$ cat src/rtl/jep_pkg.sv
`default_nettype none

package jep_pkg;

    localparam int MAX_PEOPLE = 64;
    localparam int IDX_W      = $clog2(MAX_PEOPLE);
    localparam int CNT_W      = 7;
    localparam int STEP_W     = 10;
    localparam int DIV_CNT_W  = $clog2(STEP_W);

    typedef logic [IDX_W-1:0] idx_t;
    typedef logic [CNT_W-1:0] cnt_t;

endpackage

`default_nettype wire

$ cat src/rtl/josephus_elimination_order.sv
// sequence: build the ring, then per removal reduce (step-1) mod remaining in
// the divider, walk the ring (S_WALK then S_WALK_DATA per hop), raise the result
// in S_WALK, hand it over in S_EMIT and unlink; the winner follows the last unlink
// throughput: one problem at a time, item_ready high only while idle;
// the ring memory port (one read, one write a cycle) sets the hop rate
// reset: control state cleared, ring memory contents undefined until rebuilt
`default_nettype none

module josephus_elimination_order
    import jep_pkg::*;
(
    input  wire logic              clk,
    input  wire logic              rst_n,
    input  wire logic              item_valid,
    output logic                   item_ready,
    input  wire logic [CNT_W-1:0]  people_count,
    input  wire logic [STEP_W-1:0] step,
    output logic                   result_valid,
    input  wire logic              result_ready,
    output logic [CNT_W-1:0]       person,
    output logic                   is_winner
);

    typedef enum logic [2:0] {
        S_IDLE,
        S_BUILD,
        S_MOD,
        S_WALK,
        S_WALK_DATA,
        S_EMIT,
        S_UNLINK,
        S_WIN
    } state_t;

    state_t              state_reg, state_next;
    cnt_t                n_reg, n_next;
    logic [STEP_W-1:0]   step_reg, step_next;
    logic [STEP_W-1:0]   dividend_reg, dividend_next;
    logic [DIV_CNT_W-1:0] div_cnt_reg, div_cnt_next;
    cnt_t                rem_reg, rem_next;
    idx_t                hops_reg, hops_next;
    idx_t                build_idx_reg, build_idx_next;
    idx_t                cursor_reg, cursor_next;
    idx_t                behind_cursor_reg, behind_cursor_next;
    cnt_t                remaining_reg, remaining_next;
    logic                result_valid_reg, result_valid_next;
    cnt_t                person_reg, person_next;
    logic                is_winner_reg, is_winner_next;

    idx_t                ring [MAX_PEOPLE];
    idx_t                rd_data_reg;
    logic                ring_we;
    idx_t                ring_waddr;
    idx_t                ring_wdata;

    cnt_t                n_in;
    logic [CNT_W:0]      shifted;
    logic [CNT_W:0]      reduced;
    cnt_t                build_plus1;

    assign item_ready   = (state_reg == S_IDLE);
    assign result_valid = result_valid_reg;
    assign person       = person_reg;
    assign is_winner    = is_winner_reg;

    // ring memory, read address follows the cursor
    always_ff @(posedge clk)
    begin
        if (ring_we)
        begin
            ring[ring_waddr] <= ring_wdata;
        end
        rd_data_reg <= ring[cursor_reg];
    end

    always_comb
    begin
        if (people_count == '0)
            n_in = cnt_t'(1);
        else if (people_count > cnt_t'(MAX_PEOPLE))
            n_in = cnt_t'(MAX_PEOPLE);
        else
            n_in = people_count;
    end

    assign shifted     = {rem_reg, dividend_reg[STEP_W-1]};
    assign reduced     = shifted - {1'b0, remaining_reg};
    assign build_plus1 = {1'b0, build_idx_reg} + cnt_t'(1);

    always_comb
    begin
        state_next         = state_reg;
        n_next             = n_reg;
        step_next          = step_reg;
        dividend_next      = dividend_reg;
        div_cnt_next       = div_cnt_reg;
        rem_next           = rem_reg;
        hops_next          = hops_reg;
        build_idx_next     = build_idx_reg;
        cursor_next        = cursor_reg;
        behind_cursor_next = behind_cursor_reg;
        remaining_next     = remaining_reg;
        result_valid_next  = result_valid_reg;
        person_next        = person_reg;
        is_winner_next     = is_winner_reg;
        ring_we            = 1'b0;
        ring_waddr         = build_idx_reg;
        ring_wdata         = (build_plus1 < n_reg) ? build_plus1[IDX_W-1:0] : '0;

        unique case (state_reg)
            S_IDLE:
            begin
                if (item_valid)
                begin
                    n_next         = n_in;
                    step_next      = (step == '0) ? '0 : step - STEP_W'(1);
                    build_idx_next = '0;
                    state_next     = S_BUILD;
                end
            end
            S_BUILD:
            begin
                ring_we        = 1'b1;
                build_idx_next = build_plus1[IDX_W-1:0];
                if (build_plus1 == n_reg)
                begin
                    cursor_next        = '0;
                    behind_cursor_next = idx_t'(n_reg - cnt_t'(1));
                    remaining_next     = n_reg;
                    if (n_reg > cnt_t'(1))
                    begin
                        dividend_next = step_reg;
                        div_cnt_next  = DIV_CNT_W'(STEP_W - 1);
                        rem_next      = '0;
                        state_next    = S_MOD;
                    end
                    else
                    begin
                        result_valid_next = 1'b1;
                        person_next       = cnt_t'(1);
                        is_winner_next    = 1'b1;
                        state_next        = S_WIN;
                    end
                end
            end
            // restoring remainder, one dividend bit a cycle
            S_MOD:
            begin
                dividend_next = {dividend_reg[STEP_W-2:0], 1'b0};
                if (shifted >= {1'b0, remaining_reg})
                    rem_next = reduced[CNT_W-1:0];
                else
                    rem_next = shifted[CNT_W-1:0];
                div_cnt_next = div_cnt_reg - DIV_CNT_W'(1);
                if (div_cnt_reg == '0)
                begin
                    hops_next  = (shifted >= {1'b0, remaining_reg}) ?
                                 reduced[IDX_W-1:0] : shifted[IDX_W-1:0];
                    state_next = S_WALK;
                end
            end
            S_WALK:
            begin
                if (hops_reg == '0)
                begin
                    result_valid_next = 1'b1;
                    person_next       = {1'b0, cursor_reg} + cnt_t'(1);
                    is_winner_next    = 1'b0;
                    state_next        = S_EMIT;
                end
                else
                begin
                    state_next = S_WALK_DATA;
                end
            end
            S_WALK_DATA:
            begin
                behind_cursor_next = cursor_reg;
                cursor_next        = rd_data_reg;
                hops_next          = hops_reg - idx_t'(1);
                state_next         = S_WALK;
            end
            S_EMIT:
            begin
                if (result_ready)
                begin
                    result_valid_next = 1'b0;
                    state_next        = S_UNLINK;
                end
            end
            S_UNLINK:
            begin
                ring_we        = 1'b1;
                ring_waddr     = behind_cursor_reg;
                ring_wdata     = rd_data_reg;
                cursor_next    = rd_data_reg;
                remaining_next = remaining_reg - cnt_t'(1);
                if (remaining_reg > cnt_t'(2))
                begin
                    dividend_next = step_reg;
                    div_cnt_next  = DIV_CNT_W'(STEP_W - 1);
                    rem_next      = '0;
                    state_next    = S_MOD;
                end
                else
                begin
                    result_valid_next = 1'b1;
                    person_next       = {1'b0, rd_data_reg} + cnt_t'(1);
                    is_winner_next    = 1'b1;
                    state_next        = S_WIN;
                end
            end
            S_WIN:
            begin
                if (result_ready)
                begin
                    result_valid_next = 1'b0;
                    state_next        = S_IDLE;
                end
            end
            default:
            begin
                state_next = S_IDLE;
            end
        endcase
    end

    always_ff @(posedge clk or negedge rst_n)
    begin
        if (!rst_n)
        begin
            state_reg         <= S_IDLE;
            cursor_reg        <= '0;
            behind_cursor_reg <= '0;
            remaining_reg     <= '0;
            result_valid_reg  <= 1'b0;
            person_reg        <= '0;
            is_winner_reg     <= 1'b0;
        end
        else
        begin
            state_reg         <= state_next;
            cursor_reg        <= cursor_next;
            behind_cursor_reg <= behind_cursor_next;
            remaining_reg     <= remaining_next;
            result_valid_reg  <= result_valid_next;
            person_reg        <= person_next;
            is_winner_reg     <= is_winner_next;
        end
    end

    always_ff @(posedge clk)
    begin
        n_reg         <= n_next;
        step_reg      <= step_next;
        dividend_reg  <= dividend_next;
        div_cnt_reg   <= div_cnt_next;
        rem_reg       <= rem_next;
        hops_reg      <= hops_next;
        build_idx_reg <= build_idx_next;
    end

endmodule

`default_nettype wire
$ cat config.mk
export PLATFORM = sky130hd
export DESIGN_NAME = josephus_elimination_order
export DESIGN_NICKNAME = d
export VERILOG_FILES = /design/src/rtl/jep_pkg.sv /design/src/rtl/josephus_elimination_order.sv
export SDC_FILE = /design/constraint.sdc
export NUM_CORES = 1
export LEC_CHECK = 0
export BUFFER_PORTS_ARGS = -buffer_cell sky130_fd_sc_hd__clkbuf_2
export CORE_ASPECT_RATIO = 1.5
export CORE_MARGIN = 2
export CORE_UTILIZATION = 34
export CTS_CLUSTER_SIZE = 40
export DETAILED_ROUTE_END_ITERATION = 6
export PLACE_DENSITY_LB_ADDON = 0.05
export SYNTH_ARGS = -nofsm -noshare
export SYNTH_HDL_FRONTEND = slang
export SYNTH_SLANG_ARGS = --single-unit
$ cat constraint.sdc
create_clock -name clk -period 5.8 [get_ports clk]
set_input_delay 0.58 -clock clk [delete_from_list [all_inputs] [get_ports clk]]
set_output_delay 0.58 -clock clk [all_outputs]
set_load 0.1 [all_outputs]
# Word level (Yosys, flattened, before mapping)
# Memories as Yosys holds them, arrays and structs flattened. A register that Yosys moved wholly into a read port is not among the register bits.
# Index checks and enable logic that the tools add are counted.
[classes] order_cmp=5 n_mux=53 reduce_logical=27 n_eq_ne=19 n_addsub=9
[op_table] cell="2-to-1 mux 7 bit" n=10
[op_table] cell="2-to-1 mux 6 bit" n=8
[op_table] cell="one-hot mux 6 bit (2 select lines)" n=4
[op_table] cell="one-hot mux 7 bit (3 select lines)" n=2
[op_table] cell="2-to-1 mux 10 bit" n=3
[op_table] cell="one-hot mux 10 bit (3 select lines)" n=1
[op_table] cell="one-hot mux 3 bit (8 select lines)" n=1
[op_table] cell="adder 6 x 1 -> 7 bit, second input constant" n=3
[op_table] cell="2-to-1 mux 3 bit" n=7
[op_table] cell="!= test 2 bit, second input constant" n=10
[op_table] cell="one-hot mux 7 bit (2 select lines)" n=1
[op_table] cell="== test 3 bit, second input constant" n=4
[op_table] cell="2-to-1 mux 4 bit" n=3
[op_table] cell="one-hot mux 4 bit (3 select lines)" n=1
[op_table] cell="AND reduction 2 bit" n=6
[op_table] cell="subtractor 6 x 1 -> 6 bit, second input constant" n=2
[op_table] cell="zero test 10 bit" n=1
[op_table] cell="2-to-1 mux 1 bit" n=10
[op_table] cell="AND reduction 5 bit" n=2
[op_table] cell="nonzero test 2 bit" n=5
[op_table] cell="subtractor 10 x 1 -> 10 bit, second input constant" n=1
[op_table] cell="greater-or-equal comparator 8 x 7 -> 1 bit" n=1
[op_table] cell="OR reduction 2 bit" n=4
[op_table] cell="== test 7 bit" n=1
[op_table] cell="20 further kinds" n=22
[word_totals] input_bits=21 ramBits=384 output_inout_bits=10 memories=1 register_bits=81
[mem_list] memory="ring" depth=64 width=6 read_ports=1 rd_ports_with_merged_regs=1 wr=1 line="josephus_elimination_order.sv:50" rtl="idx_t ring [MAX_PEOPLE];"

# Logic depth before layout (Yosys ltp)
[depth] word_depth=5 ltp_mapped=12

# Least setup slack after synthesis
# OpenSTA, ideal clock, no wires.
[synth_timing] kind="flip-flop to flip-flop" from="reg build_idx_reg[0]" to="mem ring[0][5] in the netlist's numbering (data pin)" n_path_buf=1 arrival_time_ps=4394 setup_ps=702 period_less_slack_ps=5096 path_stages_with_launch=11 t_required_ps=5098 path_slack_ps=704 cell_sequence="edfxtp_1 clkbuf_1 nand3_1 nor2_1 xnor2_1 inv_1 ha_1 and4_1 o21ai_0 nand3_1 o21ai_0"
[synth_between] elab_chain_cells=4
[synth_lines] item="from (decl)" line="josephus_elimination_order.sv:42" rtl="idx_t build_idx_reg, build_idx_next;"
[synth_lines] item="from (signal assigned)" line="josephus_elimination_order.sv:260" rtl="build_idx_reg <= build_idx_next;"
[synth_lines] item="adder 6 x 1 -> 7 bit *" line="josephus_elimination_order.sv:88" rtl="assign build_plus1 = {1'b0, build_idx_reg} + cnt_t'(1);"
[synth_lines] item="named net build_plus1[5]" line="josephus_elimination_order.sv:59" rtl="cnt_t build_plus1;"
[synth_lines] item="less-than comparator 7 bit" line="josephus_elimination_order.sv:108" rtl="ring_wdata = (build_plus1 < n_reg) ? build_plus1[IDX_W-1:0] : '0;"
[synth_lines] item="2-to-1 mux 6 bit *" line="josephus_elimination_order.sv:108"
[synth_lines] item="2-to-1 mux 6 bit *" line="josephus_elimination_order.sv:110" rtl="unique case (state_reg)"
[synth_lines] item="named net ring_wdata[5]" line="josephus_elimination_order.sv:54" rtl="idx_t ring_wdata;"
[synth_lines] item="to (decl)" line="josephus_elimination_order.sv:50"
# The timed path passes the listed nets; every way through them passes the cells marked *.

# Worst setup path in the final report
[layout_timing] from="reg build_idx_reg[0]" to="mem ring[48][4] in the netlist's numbering (data pin)"
# The elaborated chain is that of the path after synthesis.

==> impl_metrics.py <==
metrics = {
    "global_route": {
        "met3_usage_pct": 1.81,
        "antenna_found_initial": 0,
        "grt_max_degree": 65,
        "grt_usage_pct": 17.1,
        "use_met1_pct": 18.7,
        "gr-usage-met2_pct": 34.4,
        "grt_pass1_vias": 11400,
        "grt_pass1_wl_mm": 75.7,
        "overflow": 0,
        "busiest_layer": "met2",
    },
    "synthesis": {
        "yosysSeqAreaShare_pct": 69.9,
        "synth_seq_cells": 471,
        "synth.net_count": 1265,
        "ys.flop_type": "edfxtp_1",
        "ys_types": 64,
        "syn_inst": 1219,
        "synth_edf_count": 434,
        "synth_area_um2": 19900,
        "yosys_warnings": 0,
        "syn_area_per_cell_um2": 16.3,
        "ys_async_sr_fraction_pct": 6.58,
    },
    "final_layout": {
        "largest_register_ff_count": 384,
        "drive_above_1_share_pct": 19.1,
        "layout.nets": 1314,
        "multiInputGateArea_um2": 5670,
        "area.sequential_um2": 13900,
        "area_growth_syn_to_layout_pct": 13.0,
        "final_core_util_pct": 38.9,
        "num_antenna_cells": 0,
        "fillCellCount": 5478,
    },
    "clocking": {
        "insertion_delay_ps": 570,
        "cts_setup_buffers": 0,
        "h-tree-depth": 2,
        "cts_tree": "built",
        "cts-root-buf": "clkbuf_16",
        "cts_resized": 0,
        "ctsHoldBuffers": 0,
        "cts.sinks": 471,
        "path_clk_slew_ps": 60,
        "cts_inserted_buffers": 47,
        "cts_max_path_buffers": 3,
    },
    "floorplan": {
        "core_area_um2": 57800,
        "die_y_um": 300,
        "die-area_um2": 60600,
        "ios": 31,
        "start_util_pct": 34.4,
        "rows": 108,
        "die_w_um": 202,
    },
    "worst_setup_path": {
        "rrSetupSlack_ps": 1530,
        "arrival_ps": 4660,
        "crit_fanout": 46,
        "critPathRequiredTime_ps": 6190,
        "criticalPathCategory": "reg -> reg",
        "end_kind": "flip-flop",
        "setup.worst_path.start_class": "flip-flop",
    },
    "routing": {
        "drtPass1Iterations": 5,
        "via_count": 10700,
        "wirelength_mm": 50.8,
        "avgRoutedWirePerCell_um": 24.5,
        "viasPerCell": 5.18,
        "drc": 0,
        "ant_nets": 0,
        "drtIter0Drc": 787,
    },
    "sta": {
        "hold_violations": 0,
        "finalSetupViolCount": 0,
        "period_minus_slack_ps": 4270,
        "min_period_over_period_pct": 73.6,
        "final_max_slew_viol_count": 0,
        "tightest_slew_ps": 1150,
        "fin_skew_ps": 17.9,
        "max_freq_mhz": 234,
        "max_slew_margin_pct": 23.3,
        "tns_ps": 0,
        "rsz0062_at_grt": "false",
    },
    "placed_design": {
        "hpwl_mm": 34.9,
        "port_buffers": 30,
        "routabilityCongestion": 0.786,
    },
    "status": {
        "status": "finished, final reports clean",
    },
    "power": {
        "max-vdd-ir-drop_mv": 0.312,
        "p_leak_nw": 7.42,
        "p_per_area_nw_per_um2": 520,
    },
    "worst_hold_path": {
        "hold_path_class": "in -> async",
    },
    "flow_run": {
        "drv_cap": 0,
    },
}
[cells in the mapped netlist, drive strengths merged, types with 16 or more instances]
cell | count | area (um^2)
a22o | 16 | 140
mux4 | 96 | 2160
nand2 | 117 | 439
o21ai | 26 | 130
edfxtp | 434 | 13000
dfrtp | 31 | 776
ha | 24 | 300
xnor2 | 18 | 158
buf | 27 | 176
nand3 | 28 | 140
clkbuf | 27 | 101
inv | 34 | 128
nor3 | 24 | 131
a21oi | 18 | 90.1
nor2 | 117 | 439
a22oi | 33 | 248
[stage by stage]
step                power (mW)  instance area [um^2]  worst slack (ps)  hold slack [ps]  cells
global route              12.3                 22500              1180              172   2072
detailed placement        8.98                 21100              1490              496   1989
floorplan                 7.52                 19900               704              284   1219
CTS                       11.9                 22500              1470              130   2072
finish                    11.7                 22500              1530              139   2072
global placement          8.96                 21100              1530              493   1989
[metal layers]
| layer | wire length, um | part of all wire [%] |
|---|---|---|
| met5 | 0 | 0 |
| met4 | 1090 | 2.2 |
| met3 | 1530 | 3.0 |
| met2 | 29700 | 59 |
| met1 | 18400 | 36 |
[report_power, final]
part | total, mW | leakage, nW | switching (mW) | internal [mW]
Clock | 2.89 | 0.707 | 1.28 | 1.62
Sequential | 5.21 | 4.40 | 0.408 | 4.80
Combinational | 3.58 | 2.31 | 2.38 | 1.20
[placed cells by master, fill, tap and decap left out, drive strengths merged, types with 6 or more instances in the layout]
master and count:
edfxtp 434, buf 24, nor3b 6, mux4 96
dfrtp 31, o21a 7, nor3 24, ha 24
a21oi 18, nand3 28, dfxtp 6, o21ai 26
a31oi 7, nor2 117, o221ai 6, nand2b 8
clkinv 22, a22o 16, xnor2 18, xor2 6
nor2b 15, clkbuf 83, a221oi 14, a22oi 33
inv 37, nand2 117
[logic make-up after synthesis]
kind of cell | after synthesis | synth area share [%]
buffers and inverters | 88 | 2.04
and+or+nand+nor | 341 | 7.65
AOI/OAI and AO/OA | 168 | 6.55
DFF | 471 | 69.9
xor gates and xnor gates | 24 | 1.06
adders and majority gates | 25 | 1.61
muxes | 102 | 11.2
[worst max-delay path, cell delays in order (launching register included)]
cell	delay, ps
edfxtp_1	670
ha_1	290
nand3_1	120
xor2_1	370
inv_1	100
ha_1	300
a21oi_1	140
nor2b_1	60
o21ai_0	150
nand3_1	450
o21ai_4	1060
buf_4	360
[path summary, 6_finish.rpt]
path | cells after the start | endpoint | from
max | 11 | ring[48][4]$_DFFE_PP_ | build_idx_reg[0]$_SDFFCE_PN0P_
min | 1 | remaining_reg[3]$_DFFE_PN0P_ | rst_n
max reg2reg | 11 | ring[48][4]$_DFFE_PP_ | build_idx_reg[0]$_SDFFCE_PN0P_
min reg2reg | 2 | cursor_reg[5]$_DFFE_PN0P_ | rd_data_reg[5]$_DFF_P_
max in group asynchronous | 1 | cursor_reg[1]$_DFFE_PN0P_ | rst_n
min in group clk | 2 | state_reg[2]$_DFFE_PN0P_ | result_ready
[cell type report]
cell class	instances	share of cell area [%]
clock buffer	53	5.33
tap	770	4.28
sequential	471	61.9
inverter	34	0.567
clock inverter	30	1.02
multi-input combinational	660	25.2
timing repair buffer	54	1.64
No activity file was read; power rests on OpenSTA's default activity.
